===== config.mk =====
export PLATFORM = sky130hd
export DESIGN_NAME = lz78_pair_bit_packer_unit_flat
export DESIGN_NICKNAME = d
export VERILOG_FILES = /design/src/rtl/lzbp_pkg.sv /design/src/rtl/lzbp_ifs.sv /design/src/rtl/lz78_pair_bit_packer_unit.sv /design/src/rtl/lzbp_front.sv /design/src/rtl/lzbp_queue.sv /design/src/rtl/lzbp_back.sv /design/src/flat_wrapper.sv
export SDC_FILE = /design/constraint.sdc
export NUM_CORES = 1
export LEC_CHECK = 0
export ABC_AREA = 0
export BUFFER_PORTS_ARGS = -buffer_cell sky130_fd_sc_hd__buf_2
export CAP_MARGIN = 20
export CORE_MARGIN = 2
export CORE_UTILIZATION = 35
export CTS_CLUSTER_SIZE = 25
export DETAILED_ROUTE_END_ITERATION = 12
export GPL_TIMING_DRIVEN = 0
export PLACE_DENSITY = 0.58
export SYNTH_ARGS = -nofsm -noshare
export SYNTH_HDL_FRONTEND = slang
export SYNTH_HIERARCHICAL = 1
export SYNTH_SLANG_ARGS = --single-unit

===== constraint.sdc =====
create_clock -name clk -period 4.45 [get_ports clk]
set_input_delay 0.2225 -clock clk [delete_from_list [all_inputs] [get_ports clk]]
set_output_delay 0.2225 -clock clk [all_outputs]
set_load 0.01 [all_outputs]

===== src/rtl/lzbp_pkg.sv =====
package lzbp_pkg;

  localparam int SYM_W         = 8;
  localparam int CODE_W        = 16;
  localparam int CBITS_W       = 5;
  localparam int MAX_CODE_BITS = 16;
  localparam int CODE_LIMIT    = (MAX_CODE_BITS < CODE_W) ? MAX_CODE_BITS : CODE_W;
  localparam int PEND_W        = 7;
  localparam int PCNT_W        = 3;
  localparam int ACC_W         = PEND_W + SYM_W + CODE_W;
  localparam int TOT_W         = 5;
  localparam int BYTE_W        = 8;
  localparam int MAX_BYTES     = 3;
  localparam int BYTES_W       = BYTE_W * MAX_BYTES;
  localparam int BCNT_W        = 2;
  localparam int QUEUE_DEPTH   = 2;

  localparam logic MODE_PAIR  = 1'b0;
  localparam logic MODE_FLUSH = 1'b1;

  typedef struct packed {
    logic [BYTES_W-1:0] bytes;
    logic [BCNT_W-1:0]  cnt;
  } job_t;

endpackage


===== src/rtl/lzbp_ifs.sv =====
interface lzbp_in_if;
  logic        valid;
  logic        ready;
  logic        mode;
  logic [7:0]  symbol;
  logic [15:0] code;
  logic [4:0]  code_bits;

  modport source (output valid, mode, symbol, code, code_bits, input ready);
  modport sink   (input valid, mode, symbol, code, code_bits, output ready);
endinterface

interface lzbp_out_if;
  logic       valid;
  logic       ready;
  logic [7:0] out_byte;
  logic       last;

  modport source (output valid, out_byte, last, input ready);
  modport sink   (input valid, out_byte, last, output ready);
endinterface


===== src/rtl/lz78_pair_bit_packer_unit.sv =====
// Channel  | Dir | Payload                            | Handshake
// in_ch    | in  | mode, symbol, code, code_bits      | valid/ready
// out_ch   | out | out_byte, last                     | valid/ready
//
// One item is taken per cycle while the job queue has room; a pair yields
// one to three bytes, so the sustained rate is set by the one-byte-per-cycle
// output stage, which holds its byte while out_ch.ready is low.
// An item's bytes pass through the job queue and the output register.
// Synchronous active-low reset clears the pending bits, queue and output.
// Output stalls back up through the queue into in_ch.ready.
module lz78_pair_bit_packer_unit #(
  parameter int QUEUE_DEPTH = lzbp_pkg::QUEUE_DEPTH
) (
  input logic        clk,
  input logic        rst_n,
  lzbp_in_if.sink    in_ch,
  lzbp_out_if.source out_ch
);
  import lzbp_pkg::*;

  logic   q_push, q_full;
  job_t   f_job, q_job;
  logic   q_valid, q_pop;

  lzbp_front u_front (
    .clk          (clk),
    .rst_n        (rst_n),
    .in_valid     (in_ch.valid),
    .in_ready     (in_ch.ready),
    .in_mode      (in_ch.mode),
    .in_symbol    (in_ch.symbol),
    .in_code      (in_ch.code),
    .in_code_bits (in_ch.code_bits),
    .q_push       (q_push),
    .q_full       (q_full),
    .job          (f_job)
  );

  lzbp_queue #(.DEPTH(QUEUE_DEPTH)) u_queue (
    .clk        (clk),
    .rst_n      (rst_n),
    .push       (q_push),
    .full       (q_full),
    .wr_job     (f_job),
    .rd_valid   (q_valid),
    .pop        (q_pop),
    .rd_job     (q_job)
  );

  lzbp_back u_back (
    .clk       (clk),
    .rst_n     (rst_n),
    .q_valid   (q_valid),
    .q_job     (q_job),
    .pop       (q_pop),
    .out_valid (out_ch.valid),
    .out_ready (out_ch.ready),
    .out_byte  (out_ch.out_byte),
    .out_last  (out_ch.last)
  );

endmodule


===== src/rtl/lzbp_front.sv =====
module lzbp_front (
  input  logic                          clk,
  input  logic                          rst_n,
  input  logic                          in_valid,
  output logic                          in_ready,
  input  logic                          in_mode,
  input  logic [lzbp_pkg::SYM_W-1:0]    in_symbol,
  input  logic [lzbp_pkg::CODE_W-1:0]   in_code,
  input  logic [lzbp_pkg::CBITS_W-1:0]  in_code_bits,
  output logic                          q_push,
  input  logic                          q_full,
  output lzbp_pkg::job_t                job
);
  import lzbp_pkg::*;

  logic [PEND_W-1:0]  pend_r, pend_nxt;
  logic [PCNT_W-1:0]  pcnt_r, pcnt_nxt;
  logic [CBITS_W-1:0] nbits;
  logic [CODE_W:0]    mask;
  logic [CODE_W-1:0]  code_m;
  logic [ACC_W-1:0]   acc, rest;
  logic [TOT_W-1:0]   total;
  logic [BCNT_W-1:0]  nbytes;
  logic [PEND_W:0]    pmask;
  logic               accept;

  assign in_ready = ~q_full;
  assign accept   = in_valid & in_ready;

  always_comb begin
    nbits  = (in_code_bits > CBITS_W'(CODE_LIMIT)) ? CBITS_W'(CODE_LIMIT) : in_code_bits;
    mask   = ((CODE_W+1)'(1) << nbits) - (CODE_W+1)'(1);
    code_m = in_code & mask[CODE_W-1:0];
    acc    = ACC_W'(pend_r) | (ACC_W'(in_symbol) << pcnt_r)
           | (ACC_W'(code_m) << (ACC_W'(pcnt_r) + ACC_W'(SYM_W)));
    total  = TOT_W'(pcnt_r) + TOT_W'(SYM_W) + nbits;
    nbytes = total[TOT_W-1:3];
    rest   = acc >> {nbytes, 3'b000};
    pmask  = ((PEND_W+1)'(1) << total[2:0]) - (PEND_W+1)'(1);

    if (in_mode == MODE_FLUSH) begin
      job.bytes = BYTES_W'(pend_r);
      job.cnt   = (pcnt_r != '0) ? BCNT_W'(1) : BCNT_W'(0);
      pend_nxt  = '0;
      pcnt_nxt  = '0;
    end else begin
      job.bytes = acc[BYTES_W-1:0];
      job.cnt   = nbytes;
      pend_nxt  = rest[PEND_W-1:0] & pmask[PEND_W-1:0];
      pcnt_nxt  = total[2:0];
    end

    q_push = accept & (job.cnt != '0);
  end

  always_ff @(posedge clk) begin
    if (!rst_n) begin
      pend_r <= '0;
      pcnt_r <= '0;
    end else if (accept) begin
      pend_r <= pend_nxt;
      pcnt_r <= pcnt_nxt;
    end
  end

endmodule


===== src/rtl/lzbp_queue.sv =====
module lzbp_queue #(
  parameter int DEPTH = lzbp_pkg::QUEUE_DEPTH
) (
  input  logic              clk,
  input  logic              rst_n,
  input  logic              push,
  output logic              full,
  input  lzbp_pkg::job_t    wr_job,
  output logic              rd_valid,
  input  logic              pop,
  output lzbp_pkg::job_t    rd_job
);
  import lzbp_pkg::*;

  localparam int PTR_W = (DEPTH > 1) ? $clog2(DEPTH) : 1;
  localparam int CNT_W = $clog2(DEPTH + 1);

  job_t             mem_r [DEPTH];
  logic [PTR_W-1:0] wr_ptr_r, rd_ptr_r;
  logic [CNT_W-1:0] cnt_r;
  logic             do_push, do_pop;

  assign full     = (cnt_r == CNT_W'(DEPTH));
  assign rd_valid = (cnt_r != '0);
  assign rd_job   = mem_r[rd_ptr_r];
  assign do_push  = push & ~full;
  assign do_pop   = pop & rd_valid;

  always_ff @(posedge clk) begin
    if (do_push) begin
      mem_r[wr_ptr_r] <= wr_job;
    end
  end

  always_ff @(posedge clk) begin
    if (!rst_n) begin
      wr_ptr_r <= '0;
      rd_ptr_r <= '0;
      cnt_r    <= '0;
    end else begin
      if (do_push) begin
        wr_ptr_r <= (wr_ptr_r == PTR_W'(DEPTH - 1)) ? '0 : wr_ptr_r + PTR_W'(1);
      end
      if (do_pop) begin
        rd_ptr_r <= (rd_ptr_r == PTR_W'(DEPTH - 1)) ? '0 : rd_ptr_r + PTR_W'(1);
      end
      if (do_push && !do_pop) begin
        cnt_r <= cnt_r + CNT_W'(1);
      end else if (do_pop && !do_push) begin
        cnt_r <= cnt_r - CNT_W'(1);
      end
    end
  end

endmodule


===== src/rtl/lzbp_back.sv =====
module lzbp_back (
  input  logic                         clk,
  input  logic                         rst_n,
  input  logic                         q_valid,
  input  lzbp_pkg::job_t               q_job,
  output logic                         pop,
  output logic                         out_valid,
  input  logic                         out_ready,
  output logic [lzbp_pkg::BYTE_W-1:0]  out_byte,
  output logic                         out_last
);
  import lzbp_pkg::*;

  logic               busy_r;
  logic [BYTES_W-1:0] bytes_r;
  logic [BCNT_W-1:0]  cnt_r;
  logic               final_byte, take;

  assign final_byte = (cnt_r == BCNT_W'(1));
  assign take       = busy_r & out_ready;
  assign pop        = q_valid & (~busy_r | (take & final_byte));
  assign out_valid  = busy_r;
  assign out_byte   = bytes_r[BYTE_W-1:0];
  assign out_last   = final_byte;

  always_ff @(posedge clk) begin
    if (!rst_n) begin
      busy_r <= 1'b0;
    end else if (pop) begin
      busy_r <= 1'b1;
    end else if (take && final_byte) begin
      busy_r <= 1'b0;
    end
  end

  always_ff @(posedge clk) begin
    if (pop) begin
      bytes_r <= q_job.bytes;
      cnt_r   <= q_job.cnt;
    end else if (take && !final_byte) begin
      bytes_r <= bytes_r >> BYTE_W;
      cnt_r   <= cnt_r - BCNT_W'(1);
    end
  end

endmodule


===== src/flat_wrapper.sv =====
// flat-port wrapper written by rule: the top's interface ports become plain ports
module lz78_pair_bit_packer_unit_flat import lzbp_pkg::*;
#(
  parameter int QUEUE_DEPTH = lzbp_pkg::QUEUE_DEPTH
)
  (clk, rst_n, in_ch_valid, in_ch_mode, in_ch_symbol, in_ch_code, in_ch_code_bits, in_ch_ready, out_ch_valid, out_ch_out_byte, out_ch_last, out_ch_ready);
  lzbp_in_if in_ch_i ();
  lzbp_out_if out_ch_i ();
  input logic clk;
  input logic rst_n;
  input wire logic [$bits(in_ch_i.valid)-1:0] in_ch_valid;
  input wire logic [$bits(in_ch_i.mode)-1:0] in_ch_mode;
  input wire logic [$bits(in_ch_i.symbol)-1:0] in_ch_symbol;
  input wire logic [$bits(in_ch_i.code)-1:0] in_ch_code;
  input wire logic [$bits(in_ch_i.code_bits)-1:0] in_ch_code_bits;
  output wire logic [$bits(in_ch_i.ready)-1:0] in_ch_ready;
  output wire logic [$bits(out_ch_i.valid)-1:0] out_ch_valid;
  output wire logic [$bits(out_ch_i.out_byte)-1:0] out_ch_out_byte;
  output wire logic [$bits(out_ch_i.last)-1:0] out_ch_last;
  input wire logic [$bits(out_ch_i.ready)-1:0] out_ch_ready;
  assign in_ch_i.valid = in_ch_valid;
  assign in_ch_i.mode = in_ch_mode;
  assign in_ch_i.symbol = in_ch_symbol;
  assign in_ch_i.code = in_ch_code;
  assign in_ch_i.code_bits = in_ch_code_bits;
  assign in_ch_ready = in_ch_i.ready;
  assign out_ch_valid = out_ch_i.valid;
  assign out_ch_out_byte = out_ch_i.out_byte;
  assign out_ch_last = out_ch_i.last;
  assign out_ch_i.ready = out_ch_ready;
  lz78_pair_bit_packer_unit #(.QUEUE_DEPTH(QUEUE_DEPTH)) u_core (.clk(clk), .rst_n(rst_n), .in_ch(in_ch_i), .out_ch(out_ch_i));
endmodule

* After elaboration in Yosys (flattened, before gate mapping)
Memories as Yosys holds them, arrays and structs flattened. A register that Yosys moved wholly into a read port is not among the register bits.
Index checks and enable logic that the tools add are counted.
** Storage, ports and cells
- Register bits :: 41
- RAM bits :: 52
- Input bits :: 34
- Output and inout bits :: 11
- Word-level logic and storage cells :: 73
- Memories kept :: 1
** Memory list
- u_core.u_queue.mem_r :: depth 2, width 26, rd ports 1, clocked after memory_dff 1, write ports 1, RTL line lzbp_queue.sv:18 : job_t mem_r [DEPTH];
** Cells by class
- Add/subtract/negate cells :: 10
- $lt $le $gt $ge :: 1
- Equal/unequal tests :: 2
- Shift operators :: 5
- Muxes and demuxes :: 19
- Bitwise operators :: 14
- Reductions and logical operators :: 13
** Operator list (count)
- $mux 24 :: 2
- $or 31x31->31 :: 1
- $or 7x31->31 :: 1
- $shl 16x5->31 :: 1
- $shl 8x3->31 :: 1
- $shr 31x5->7 :: 1
- $mux 26 :: 1
- $and 16x16->16 :: 1
- $shl 1x5->16 const A :: 1
- $sub 16x2->16 const B :: 1
- $add 3x4->5 const B :: 2
- $reduce_bool 2->1 :: 5
- $mux 1 :: 9
- $mux 2 :: 4
- $and 1x1->1 :: 7
- $and 7x7->7 :: 1
- $mux 7 :: 1
- $shl 1x3->7 const A :: 1
- $sub 7x2->7 const B :: 1
- $add 5x5->5 :: 1
- $gt 5x5->1 const B :: 1
- $mux 5 :: 1
- $logic_and 1x1->1 :: 4
- $sub 2x1->2 const B :: 2
- other kinds (9) :: 13

* Longest topological paths before layout
- Depth after elaboration :: 15
- Mapped depth :: 18
- Mapped depth without buffers :: 15

* By module
Netlist, hierarchy kept.
** By module, submodules not included
- lzbp_front :: times used 1, cells an instance 424, area each 2860.2 µm², sequential area each 200.2 µm²
- lzbp_queue :: times used 1, cells an instance 106, area each 2110.8 µm², sequential area each 1661.6 µm²
- lzbp_back :: times used 1, cells an instance 75, area each 1273.7 µm², sequential area each 800.8 µm²

* Worst setup path after synthesis
No wires, ideal clock.
- Path kind :: register to register
- Start :: register u_core.u_front.pcnt_r[0]
- End :: memory u_core/u_queue/mem_r[0][0] (netlist bit), enable pin
- Library setup time :: 406 ps
- Data arrival time :: 3734 ps
- Required time :: 4044 ps
- Slack :: 310 ps
- Stages on the path, launching flop included :: 15
- Path buffers :: 5
- Period minus slack after synthesis :: 4140 ps
- Path through :: dfxtp_1 -> buf_2 -> buf_2 -> clkbuf_1 -> clkbuf_1 -> and2_1 -> fa_1 -> a21oi_1 -> mux2i_1 -> clkbuf_1 -> nor2_1 -> nor2_1 -> nor2_1 -> inv_1 -> nor3_2
** RTL lines
- from (decl) :: RTL line lzbp_front.sv:17 : logic [PCNT_W-1:0] pcnt_r, pcnt_nxt;
- from (signal assigned) :: RTL line lzbp_front.sv:62 : pcnt_r <= pcnt_nxt;
- to (decl) :: RTL line lzbp_queue.sv:18

==> results.cfg <==
[final_layout]
regArea_um2 = 2660
area.growth.synth_to_final_pct = 14.4
diodes = 0
fin_util_pct = 41.2
stdcell_count = 895
multiInputGateArea_um2 = 3210
drive_gt1_share_pct = 24.5
fillers = 1709
fin_nets = 706

[critical_path]
criticalPathCategory = register to register
reg2reg_from = u_core/u_front/pcnt_r[0]
worstPathMaxFanout = 10
end_kind = register
critPathRequiredTime_ps = 4720
worstSetupStartpoint = u_core/u_front/pcnt_r[0]
critPathArrivalTime_ps = 4550
startpoint_type = register

[global_routing]
track_usage_pct = 21.6
antenna_found_initial = 0
gr-total-overflow = 0
grt_max_degree = 27
grt_pass1_wl_um = 30400
grt_pass1_vias = 5126

[routing]
firstDrtPassIters = 5
drt_wl_total_um = 19800
drt_first_iter_violations = 440
wl_per_cell_um = 22.1
ant_nets = 0
vias = 5306
via_per_inst = 5.93
drc_errors = 0

[sta]
hold_slack_ps = 168
skew_ps = 9.81
fin_setup_tns_ps = 0
slew_headroom_pct = 28.8
final_hold_viol_count = 0
post-route-period-util_pct = 96.1
max_freq_ghz = 0.234
setup_viol = 0
tightest_slew_ps = 1040
layout_min_cycle_time_ps = 4280
drv_slew = 0

[floorplanning]
rows = 48
die_area_um2 = 18900
design.core.area_um2 = 17400
fp.dieH_um = 138
die_w_um = 138
start_util_pct = 36.0
io_pins = 45

[power_and_ir_drop]
combPwrFrac_pct = 39.2
power.leakage_nw = 2.59
p_sw_mw = 1.09
p_per_area_nw_per_um2 = 474
vdd_drop_max_uv = 292
p_sw_share_pct = 32.1
power_mw = 3.38
p_seq_share_pct = 40.0
internal-power_mw = 2.30
clkPwrFrac_pct = 20.8

[clock_tree]
clkLatencyLatePin_ps = 340
cts.sink_count = 94
cts_root_buf = clkbuf_16
cts.clk_slew.worst_paths_ps = 70
cts_tree = yes
cts.hold.buffers_added = 0
clockBufferDepth = 2
htreeDepth = 3
cts_buffers = 9

[logic_synthesis]
synth_ff_type = edfxtp_1
postSynthAreaPerCell_um2 = 10.3
synth_nets = 646
syn-cell-area_um2 = 6240
synth_cell_type_count = 85
yosys_warnings = 6
synth_seq_cells = 94
synth-edff-count = 78
synth_cells = 605
yosysSeqAreaShare_pct = 42.6
async_flop_share_pct = 0

[flow_run]
cap_violations = 0

[placed_design]
gp_congestion = 0.959
dpl.cell_count = 874
place_hpwl_um = 14900
io_buffers = 42

[run_status]
status = complete, no violations

[worst_hold_path]
min-delay-start = rst_n
min_path_type = input port to register
power groups by stage:
stage / logic [mW] / clock network, mW / registers, mW
global route: 1.45 / 0.761 / 1.38
global placement: 1.25 / 0 / 1.37
detailed placement: 1.30 / 0 / 1.37
floorplan: 0.938 / 0 / 1.36
CTS: 1.31 / 0.723 / 1.36
finish: 1.33 / 0.705 / 1.35
sequential cells by signal, summed over array words and instances (netlist names), named ones only:
signal,cells
u_core/u_queue/cnt_r,2
u_core/u_back/out_valid,1
u_core/u_back/cnt_r,2
u_core/u_queue/rd_ptr_r,1
u_core/u_front/pcnt_r,3
u_core/u_queue/mem_r,52
u_core/u_queue/wr_ptr_r,1
u_core/u_back/bytes_r,24
u_core/u_front/pend_r,7
cells in the final DEF, fill, tap and decap left out, drive strengths merged, types with 7 or more instances in the layout:
cell type  count
buf           86
edfxtp        78
mux2          49
nand2         46
nor2          34
a21oi         29
inv           27
clkbuf        27
nand3         18
o211ai        18
and2          17
dfxtp         16
o21ai         16
nor3          14
a31oi         13
mux2i         13
nor2b         11
nand2b        10
a211oi         9
and3           9
xnor2          7
path summary, 6_finish.rpt:
kind	endpoint	slack [ps]	depth (start not counted)
worst min register to register	u_core/u_front/pend_r[6]	490	2
worst max register to register	u_core/u_queue/cnt_r[1]	170	17
worst max-delay path	u_core/u_queue/cnt_r[1]	170	17
worst min-delay path	u_core/u_back/out_valid	170	2
metal layers:
metal	up-vias	share of wire, %	GRT usage, %
li1	2435	-	-
met1	2573	43	29.3
met2	273	47	35.9
met3	25	7.1	2.94
met4	0	2.2	6.82
met5	-	0	0
kinds of logic (layout without fill, tap and decap cells):
logic type | Yosys count | after routing | synth area share, %
AND/OR/NAND/NOR | 183 | 183 | 15.3
AO/OA/AOI/OAI | 167 | 167 | 20.2
flip-flops | 94 | 94 | 42.6
buffers and inverters | 80 | 145 | 6.43
multiplexers | 65 | 65 | 12.7
XOR/XNOR | 9 | 9 | 1.26
adder cells (fa/ha/maj) | 7 | 7 | 1.52
cell type report:
class | instances | area share (%)
Buffer | 55 | 4.38
Clock buffer | 9 | 3.15
Clock inverter | 7 | 0.648
Inverter | 25 | 1.31
Multi-Input combinational cell | 431 | 44.9
Sequential cell | 94 | 37.3
Tap cell | 225 | 3.94
Timing Repair Buffer | 49 | 4.41
Yosys cell counts (15+ instances only):
library cell	number	area share, %
edfxtp_1	78	38
nand2_1	46	2.8
mux2_2	38	6.9
nor2_1	33	2.0
a21oi_1	29	2.3
inv_1	23	1.4
clkbuf_1	18	1.1
nand3_1	18	1.4
o211ai_1	18	2.2
dfxtp_1	16	5.1
and2_1	15	1.5
repair_timing:
action,4_1_cts,5_1_grt
gates resized for setup,3,3
buffers inserted,1,4
endpoints found under the setup margin,55,47
pin swaps,0,1
metrics by stage:
stage / instance area (µm²) / setup WS [ps]
after floorplan: 6240 / 310
after global placement: 6740 / -1250
after detailed placement: 6810 / -401
after CTS: 7090 / 79.3
after global routing: 7140 / -2.40
final: 7140 / 174
critical path: stages, from the launching register on:
cell and delay, ps:
dfxtp_1 290, buf_2 200, buf_2 270, clkbuf_1 270
clkbuf_2 290, and2_1 200, fa_1 440, a21oi_2 240
mux2i_2 320, clkbuf_4 300, nor2_1 120, nor2_1 150
nor2_1 70, inv_1 150, nor2_1 70, ha_1 310
or3_1 350, a21boi_1 140
Power figures use the tool's default switching activity.
